$ cat config.mk
export PLATFORM = sky130hd
export DESIGN_NAME = plc_match_unit
export DESIGN_NICKNAME = d
export VERILOG_FILES = /design/src/hw/rtl/plc_pkg.sv /design/src/hw/rtl/plc_match_unit.sv
export SDC_FILE = /design/constraint.sdc
export NUM_CORES = 1
export LEC_CHECK = 0
export ABC_AREA = 1
export BUFFER_PORTS_ARGS = -buffer_cell sky130_fd_sc_hd__buf_2
export CORE_ASPECT_RATIO = 1.75
export CORE_UTILIZATION = 32
export DETAILED_ROUTE_END_ITERATION = 16
export MAX_ROUTING_LAYER = met4
export PLACE_DENSITY = 0.95
export SETUP_SLACK_MARGIN = 0.15
export SYNTH_ARGS = -nofsm -noshare
export SYNTH_HDL_FRONTEND = slang
export SYNTH_SLANG_ARGS = --single-unit
export TNS_END_PERCENT = 20
$ cat constraint.sdc
create_clock -name vclk -period 1
set_clock_uncertainty 0.05 [all_clocks]
set_input_delay 0.15 -clock vclk [all_inputs]
set_output_delay 0.15 -clock vclk [all_outputs]
set_load 0.02 [all_outputs]
$ cat src/hw/rtl/plc_pkg.sv
package plc_pkg;

  localparam int ID_W    = 32;
  localparam int KIND_W  = 3;
  localparam int LIMIT_W = 7;
  localparam int HELD_W  = 7;
  localparam int ACT_W   = 6;
  localparam int ESC_W   = 32;

  localparam logic [LIMIT_W-1:0] LIMIT_RST = 7'd64;

  localparam logic [1:0] REQ_BEGIN    = 2'd0;
  localparam logic [1:0] REQ_COMMIT   = 2'd1;
  localparam logic [1:0] REQ_ROLLBACK = 2'd2;
  localparam logic [1:0] REQ_ACQUIRE  = 2'd3;

  localparam logic [1:0] STS_OK         = 2'd0;
  localparam logic [1:0] STS_NOT_ACTIVE = 2'd1;
  localparam logic [1:0] STS_CONFLICT   = 2'd2;
  localparam logic [1:0] STS_FULL       = 2'd3;

  typedef struct packed {
    logic [ID_W-1:0]   owner;
    logic [ID_W-1:0]   relation;
    logic [KIND_W-1:0] kind;
  } lock_entry_t;

  typedef struct packed {
    logic set;
    logic clr;
  } txn_cmd_t;

  typedef struct packed {
    logic id_eq;
    logic rel_eq;
    logic conflict;
  } match_t;

endpackage

$ cat src/hw/rtl/plc_match_unit.sv
module plc_match_unit (
  input  logic [plc_pkg::ID_W-1:0]   stored_id,
  input  logic [plc_pkg::ID_W-1:0]   stored_rel,
  input  logic [plc_pkg::KIND_W-1:0] stored_kind,
  input  logic [plc_pkg::ID_W-1:0]   req_id,
  input  logic [plc_pkg::ID_W-1:0]   req_rel,
  input  logic [plc_pkg::KIND_W-1:0] req_kind,
  output plc_pkg::match_t            result
);
  import plc_pkg::*;

  // low bit of the kind marks a write lock
  always_comb begin
    result.id_eq    = (stored_id == req_id);
    result.rel_eq   = (stored_rel == req_rel);
    result.conflict = !result.id_eq && result.rel_eq && (stored_kind[0] || req_kind[0]);
  end

endmodule

After elaboration in Yosys (flattened, before gate mapping)
Index checks and enable logic that the tools add are counted.

Bits in registers: 0. Bits in latches: 0. RAM bits: 0. Bits in read-only memories: 0. Bits of input ports: 134. Output and inout bits: 3. Logic and storage cells: 6. Memories: 0.

Add/sub/neg operators: 0. Multipliers: 0. Div/mod/pow operators: 0. Magnitude comparators: 0. Eq/ne operators: 2. Shift-type cells: 0. Mux-type cells: 0. Bitwise operators: 0. Reductions and logical operators: 4.

Operator list (count): == test 32 bit (2); logical AND 1 bit (2); logical NOT 1 bit (1); logical OR 1 bit (1).

Depth between registers and ports, before layout
Gate-level depths: netlist of the first run.

Depth in word-level cells: 4. Gate-level depth with buffers: 10. Gate-level depth less buffers: 10.

Worst setup path after synthesis of the first run
OpenSTA, ideal clock, no wires.

Kind: input to output. Start: input port req_rel[3] (netlist bit). End: output port result[0] (netlist bit). Data arrival time: 932 ps. Data required time: 800 ps. Setup slack: -132 ps. Stages on the path: 7. Buffers on the path: 0. Cells stage by stage: xnor2_1 > nand2_1 > nor2_1 > nand2_1 > nor2_1 > nand2_1 > nor2_1.

RTL lines: from (decl) (RTL line plc_match_unit.sv:6) `input logic [plc_pkg::ID_W-1:0] req_rel,`; to (decl) (RTL line plc_match_unit.sv:8) `output plc_pkg::match_t result`.

==> qor.yml, run 1 <==
worst_pin_slew_ns: 0.204
syn_nets: 314
worst_slack_ns: -0.351
gp_congestion: 0.777
post-route-period-util: 1.35
drt_iter0_drc: 15
yosysSeqAreaShare: 0
n_antenna_cell: 0
critPathKind: "input pin to output port"
worstPathMaxFanout: 2
design.die.area_sq_um: 3180
grt-ovfl-total: 0
io_buffers: 133
finalSetupTns_ns: -0.918
vias_per_cell: 4.51
hold_viol_final: 0
endpoint_kind: "output port"
rsz0062_at_grt: "yes"
ctsHoldBuffers: 0
finalCriticalPeriod_ns: 1.35
wl_mm: 3.38
cp.arrival_ns: 1.15
nNetsFinal: 449
power.density_nw_per_um2: 385
n_fill_cell: 232
placedCellCount: 340
grt_max_degree: 3
violations: "setup timing"
p_sw_uw: 280
synth.cell_area_sq_um: 943
avgSynthCellArea_sq_um: 5.24
seq_cells: 0
drv_slew: 0
fmax_ghz: 0.740
wl_per_cell_microns: 9.94
dr.pass1.iters: 4
status: "finished, violations left"
p_sw_frac: 0.400
clockPowerShare: 0
die_h_microns: 73.8
ios: 137
placementRows: 25
design.core.area_sq_um: 2750
final_cells: 340
synth_area_leaders: "xnor2_1 (45%), nand2_1 (29%), inv_1 (11%)"
hold_path_class: "input pin to output port"
p_leak_nw: 1.08
ir_drop_v: 0.000226
post-dp-hpwl_mm: 2.94
grt_pass1_vias: 1386
seq_power_share: 0
vias: 1532
drt.antenna.violating_nets: 0
p_int_uw: 421
initial_core_util: 0.343
drv_cap: 0
drc: 0
yosysTopAreaCell: "xnor2_1"
clockBufferCount: 0
yosys.area.top_type_share: 0.455
seqCellArea_sq_um: 0
start_kind: "input pin"
relSlewSlack: 0.863
final-setup-viol-count: 3
antenna_found_initial: 0
combPwrFrac: 1.000
yosysWarnings: 0
area_growth_pct: 93.0
post_cts_buffers: 0
drive_above_1_share: 0.514
cp.required_ns: 0.80
synthCells: 180
yosysUniqueCellTypes: 7
grt_pass1_wl_mm: 4.73
grt.total_usage: 0.190
die_w_microns: 43.0
==> power by group through the flow <==
| stage | clock network, mW | logic [mW] | registers (mW) |
|---|---|---|---|
| after floorplan | 0 | 0.312 | 0 |
| after global placement | 0 | 0.620 | 0 |
| after detailed placement | 0 | 0.644 | 0 |
| after CTS | 0 | 0.654 | 0 |
| after global routing | 0 | 0.774 | 0 |
| final | 0 | 0.702 | 0 |
==> worst paths after layout <==
check	startpoint	endpoint	depth (start not counted)
worst min-delay path	req_kind[0]	result[0]	5
worst max-delay path	req_rel[7]	result[0]	9
==> timing repair <==
action,4_1_cts,5_1_grt
gates resized for setup,8,17
pin swaps,2,19
setup endpoints to repair,3,3
==> cell type report <==
type / instances / area [sq um] / area share
inverters: 27 / 101 / 0.0557
well taps: 27 / 33.8 / 0.0186
multi-input cells: 153 / 980 / 0.538
repair buffers: 133 / 706 / 0.388
==> per-layer routing <==
metal,up-vias,GRT usage,part of all wire
li1,785,-,-
met1,639,0.133,0.30
met2,104,0.451,0.58
met3,4,0.0319,0.11
met4,0,0.0168,0.010
met5,-,-,0
==> Yosys cell counts (all sizes together) <==
cell,instances
or2,6
xnor2,49
nand3,4
nand2,72
inv,27
nand4,1
nor2,21
==> critical path, cell delays in order <==
cell,delay [ns]
buf_2,0.11
xnor2_1,0.21
nand3_1,0.10
nor2_1,0.10
nand2_1,0.07
nor2_2,0.09
nand2_2,0.08
nor2_4,0.11
buf_6,0.12
==> cells in the final DEF, fill, tap and decap left out, drive strengths merged <==
master  Yosys  final
buf         0    133
nor2       21     21
or2         6      6
inv        27     27
nand2      72     72
nand4       1      1
nand3       4      4
xnor2      49     49
==> metrics by stage <==
step	total power, mW	cell area (sq um)	setup slack (ns)	util	hold slack [ns]
after floorplan	0.312	981	-0.0251	-	0.564
after global placement	0.620	1680	-0.342	0.610	0.765
after detailed placement	0.644	1680	-0.354	0.610	0.765
after CTS	0.654	1710	-0.304	0.621	0.719
after global routing	0.774	1820	-0.478	0.661	0.709
final	0.702	1820	-0.351	0.661	0.685
==> cells by family (layout without fill, tap and decap cells) <==
| family | after synthesis | count (layout) | synth area share |
|---|---|---|---|
| buffers and inverters | 27 | 160 | 0.107 |
| AND/OR/NAND/NOR | 104 | 104 | 0.438 |
| XOR/XNOR | 49 | 49 | 0.455 |
Power figures use the tool's default switching activity.
==> inputs of run 2 (changes only) <==
--- a/config.mk
+++ b/config.mk
@@ -5,10 +5,10 @@
 export SDC_FILE = /design/constraint.sdc
 export NUM_CORES = 1
 export LEC_CHECK = 0
-export ABC_AREA = 1
+export ABC_AREA = 0
 export BUFFER_PORTS_ARGS = -buffer_cell sky130_fd_sc_hd__buf_2
 export CORE_ASPECT_RATIO = 1.75
-export CORE_UTILIZATION = 32
+export CORE_UTILIZATION = 27
 export DETAILED_ROUTE_END_ITERATION = 16
 export MAX_ROUTING_LAYER = met4
 export PLACE_DENSITY = 0.95
==> run 2 against run 1 <==
The flow still finishes with violations (setup timing). Global-route usage is 2.9 points lower. First-iteration DRC count fell by 60%. Power shrank 22%. Non-clock buffer count did not move. Cell count decreased by 27%. Synthesized area is 22% lower. Worst hold slack better by 0.030 ns. Worst setup slack lost 0.15 ns. Critical path type unchanged. Critical endpoint unchanged. Highest routed layer is now met3.
==> qor.yml, run 2 <==
cp.arrival_ns: 1.30
synthMuxAreaShare: 0
avgSynthCellArea_sq_um: 8.35
vias: 1140
n_antenna_cell: 0
yosysWarnings: 0
hold_viol_final: 0
design.die.area_sq_um: 2940
crit_path_end: "result[0]"
grt-ovfl-total: 0
grt_pass1_vias: 1126
mostFrequentLayoutCells: "buf_2 (124), xor2_1 (63), nor4_2 (9)"
ctsHoldBuffers: 0
vias_per_cell: 4.62
relSlewSlack: 0.831
whs_path_depth: 4
ir_drop_v: 0.000226
ios: 137
finalCriticalPeriod_ns: 1.50
final-setup-viol-count: 3
grt_pass1_wl_mm: 3.91
synth_xor_area_frac: 0.763
grt_max_degree: 3
drt_iter0_drc: 6
crit_start: "req_rel[21]"
power.density_nw_per_um2: 359
fmax_ghz: 0.665
synthTopCellsByCount: "xor2_1 (64), nor4_1 (12), nor4_2 (5)"
synth.cell_area_sq_um: 734
wl_mm: 2.61
status: "finished, violations left"
violations: "setup timing"
yosysSeqAreaShare: 0
synth_most_common_cell: "xor2_1"
dr.pass1.iters: 2
clockBufferCount: 0
critPathKind: "input pin to output port"
cp.required_ns: 0.80
synth_top_family_by_area: "XOR/XNOR gates"
synthAdderAreaFrac: 0
grt.total_usage: 0.161
io_buffers: 133
drv_slew: 0
drive_above_1_share: 0.656
post-dp-hpwl_mm: 2.42
wl_per_cell_microns: 10.5
syn_nets: 222
synth_area_leaders: "xor2_1 (76%), nor4_1 (10%), nor4_2 (8.5%)"
nNetsFinal: 357
seqCellArea_sq_um: 0
design.core.area_sq_um: 2520
gp_congestion: 0.725
worst_slack_ns: -0.503
yosys.area.top_type_share: 0.763
whs_ns: 0.715
final_common_cell: "buf_2"
die_w_microns: 41.4
seq_cells: 0
yosys.area_share.simple: 0.237
start_kind: "input pin"
drt.antenna.violating_nets: 0
synthCells: 88
die_h_microns: 71.0
drc: 0
post-route-period-util: 1.50
p_leak_nw: 0.831
hold_path_class: "input pin to output port"
placementRows: 24
drv_cap: 0
yosysTopAreaCell: "xor2_1"
worst_pin_slew_ns: 0.251
p_total_uw: 550
synth_compound_area_frac: 0
initial_core_util: 0.291
endpoint_kind: "output port"
yosysUniqueCellTypes: 5
worstPathMaxFanout: 2
antenna_found_initial: 0
rsz0062_at_grt: "yes"
area_growth_pct: 109
[run 2: cell types whose count changed after synthesis, sizes merged]
cell and delta:
nand4 +3, nand3 -4, nor2 -18, nor4 +17, inv -27, xnor2 -49, nand2 -72, xor2 +64
or2 -6
[run 2: stage by stage]
stage,worst slack [ns],cell area (sq um),util,std cells,setup TNS [ns]
after floorplan,-0.300,746,-,88,-0.742
after global placement,-0.613,1440,0.572,247,-1.62
after detailed placement,-0.636,1440,0.572,247,-1.65
after CTS,-0.523,1480,0.588,247,-1.41
after global routing,-0.585,1530,0.608,247,-1.58
final,-0.503,1530,0.608,247,-1.33
[run 2: layer usage]
| metal | share of wire | wire length [microns] | global-route usage | up-vias |
|---|---|---|---|---|
| li1 | - | - | - | 572 |
| met1 | 0.26 | 686 | 0.128 | 479 |
| met2 | 0.61 | 1600 | 0.366 | 89 |
| met3 | 0.12 | 319 | 0.0255 | 0 |
| met4 | 0 | 0 | 0.00717 | 0 |
| met5 | 0 | 0 | - | - |
[run 2: worst min-delay path by stage]
stage                               from        end
after detailed placement  stored_kind[0]  result[0]
after global placement    stored_kind[0]  result[0]
after floorplan           stored_kind[0]  result[0]
final                     stored_kind[0]  result[0]
after CTS                 stored_kind[0]  result[0]
after global routing      stored_kind[0]  result[0]
[run 2: cell families (layout without fill, tap and decap cells)]
| kind of cell | after synthesis | after routing |
|---|---|---|
| XOR/XNOR | 64 | 64 |
| buffers and inverters | 0 | 133 |
| AND/OR/NAND/NOR | 24 | 24 |
[run 2: where the power goes]
part           leakage, nW  switching, mW  internal [mW]
sequential               0              0              0
combinational        0.831          0.229          0.321
clock                    0              0              0
total                0.831          0.229          0.321
[run 2: repair_timing]
item	4_1_cts	5_1_grt
buffers inserted	0	0
endpoints found under the setup margin	3	3
resized for setup	8	8
pin swaps	12	15
[run 2: critical path, stage by stage]
cell and delay [ns]:
buf_2 0.10, xor2_1 0.16, nor4_2 0.28, nand4_1 0.20, nor4_4 0.23, buf_4 0.17
[run 2: area by class of cell]
cell class / instances / area, sq um
well taps: 26 / 32.5
fillers: 236 / 990
multi-input cells: 88 / 790
repair buffers: 133 / 711
==> inputs of run 3 (changes only) <==
--- a/config.mk
+++ b/config.mk
@@ -5,13 +5,13 @@
 export SDC_FILE = /design/constraint.sdc
 export NUM_CORES = 1
 export LEC_CHECK = 0
-export ABC_AREA = 0
+export ABC_AREA = 1
 export BUFFER_PORTS_ARGS = -buffer_cell sky130_fd_sc_hd__buf_2
 export CORE_ASPECT_RATIO = 1.75
-export CORE_UTILIZATION = 27
+export CORE_UTILIZATION = 32
 export DETAILED_ROUTE_END_ITERATION = 16
 export MAX_ROUTING_LAYER = met4
-export PLACE_DENSITY = 0.95
+export PLACE_DENSITY = 0.86
 export SETUP_SLACK_MARGIN = 0.15
 export SYNTH_ARGS = -nofsm -noshare
 export SYNTH_HDL_FRONTEND = slang
==> run 3 against run 2 <==
The run still ends with setup timing left. Highest routed layer is now met4. Critical path type unchanged. Largest cell class unchanged. Power grew 33%. Critical path depth grew 4. Global-route usage grew 3.7 points. Flip-flop and latch count is the same.
==> qor.yml, run 3 (synthesis results as in run 1) <==
status: "finished, violations left"
violations: "setup timing"
drv_cap: 0
clockPowerShare: 0
ir_drop_v: 0.000238
path_depth: 10
final_cells: 340
initial_core_util: 0.343
cp.required_ns: 0.80
grt.total_usage: 0.198
highest_layer: "met4"
area_growth_pct: 98.9
placedCellCount: 340
fin_util: 0.682
vias_per_cell: 4.58
hold_viol_final: 0
power.density_nw_per_um2: 390
drc: 0
crit_top_cell: "nand2_1"
ios: 137
crit_path_end: "result[0]"
design.die.area_sq_um: 3180
crit_start: "req_id[2]"
cp_slowest_cell: "xnor2_2"
p_sw_uw: 293
fmax_ghz: 0.765
p_total_uw: 732
drt.antenna.violating_nets: 0
dr.pass1.iters: 4
post-dp-hpwl_mm: 2.97
final_common_cell: "buf_2"
die_h_microns: 73.8
drv_slew: 0
grt_pass1_vias: 1439
p_sw_frac: 0.400
gp_congestion: 0.717
wl_met2_mm: 2.01
combPwrFrac: 1.000
cp.arrival_ns: 1.11
seq_power_share: 0
drt_iter0_drc: 12
finalCriticalPeriod_ns: 1.31
fin_area_sq_um: 1880
p_int_uw: 439
grt_pass1_wl_mm: 5.01
critPathKind: "input pin to output port"
seqCellArea_sq_um: 0
die_w_microns: 43.0
ctsHoldBuffers: 0
met1_length_mm: 1.10
drive_above_1_share: 0.546
io_buffers: 133
post-route-period-util: 1.31
rsz0062_at_grt: "yes"
wl_mm: 3.56
wl_per_cell_microns: 10.5
critPathBufInv: 2
grt-ovfl-total: 0
endpoint_kind: "output port"
p_leak_nw: 1.12
vias: 1558
antenna_found_initial: 0
n_antenna_cell: 0
crit_family: "simple AND/OR/NAND/NOR gates"
grt_max_degree: 3
hold_path_class: "input pin to output port"
worst_pin_slew_ns: 0.163
finalSetupTns_ns: -0.803
nNetsFinal: 449
final-setup-viol-count: 3
critPathMaxStageDelay_ns: 0.16
seq_cells: 0
mostFrequentLayoutCells: "buf_2 (126), nand2_1 (70), xnor2_1 (29)"
start_kind: "input pin"
placementRows: 25
design.core.area_sq_um: 2750
relSlewSlack: 0.891
n_fill_cell: 236
worst_slack_ns: -0.307
clockBufferCount: 0
wl_met3_microns: 402
worstPathMaxFanout: 2
dpl-instance-area_sq_um: 1680
crit_chain: "buf_2, xnor2_2, nand2_1, nor2_1, nand2_1, nor2_1, nand2_1, nand2_2, nor2_4, buf_6"
==> run 3: cell types whose count changed in the layout (fill, tap and decap cells not counted), moves of 15 or more <==
cell	previous run	this run
xnor2_2	0	20
inv_1	0	23
nand2_1	0	70
xor2_1	63	0
xnor2_1	0	29
nor2_1	2	17
==> run 3: worst min-delay path by stage <==
stage	slack, ns	from	cells after the start	endpoint
finish	0.71	stored_kind[0]	5	result[0]
global route	0.75	stored_kind[0]	5	result[0]
CTS	0.69	stored_kind[0]	5	result[0]
detailed placement	0.77	stored_kind[0]	5	result[0]
global placement	0.77	stored_kind[0]	5	result[0]
floorplan	0.56	stored_kind[0]	3	result[0]
==> run 3: timing repair <==
action | CTS | global route
gates resized for setup | 13 | 25
endpoints found under the setup margin | 3 | 3
setup buffers | 0 | 0
pin swaps | 8 | 13
==> run 3: through the flow <==
stage / worst slack [ns] / hold WS [ns]
after floorplan: -0.0251 / 0.564
after global placement: -0.391 / 0.766
after detailed placement: -0.377 / 0.767
after CTS: -0.323 / 0.691
after global routing: -0.407 / 0.748
final: -0.307 / 0.706
==> run 3: power by group through the flow <==
stage,Sequential [mW],Combinational [mW],Clock [mW]
2_1_floorplan,0,0.312,0
3_3_place_gp,0,0.623,0
3_5_place_dp,0,0.639,0
4_1_cts,0,0.657,0
5_1_grt,0,0.808,0
6_report,0,0.732,0
==> run 3: tightest hold or removal path, cell delays in order <==
cell     delay [ns]
buf_2          0.07
or2_2          0.09
nand2_2        0.06
nor2_4         0.11
buf_6          0.12
==> run 3: area by class of cell <==
class / count / area (sq um) / area share
Multi-Input combinational cell: 153 / 1030 / 0.549
Tap cell: 27 / 33.8 / 0.0180
Timing Repair Buffer: 133 / 709 / 0.378
Inverter: 27 / 104 / 0.0553
==> run 3: layer usage <==
| layer | up-vias | global-route usage |
|---|---|---|
| met4 | 0 | 0.0168 |
| met2 | 112 | 0.434 |
| met1 | 656 | 0.174 |
| li1 | 786 | - |
| met5 | - | - |
| met3 | 4 | 0.0270 |
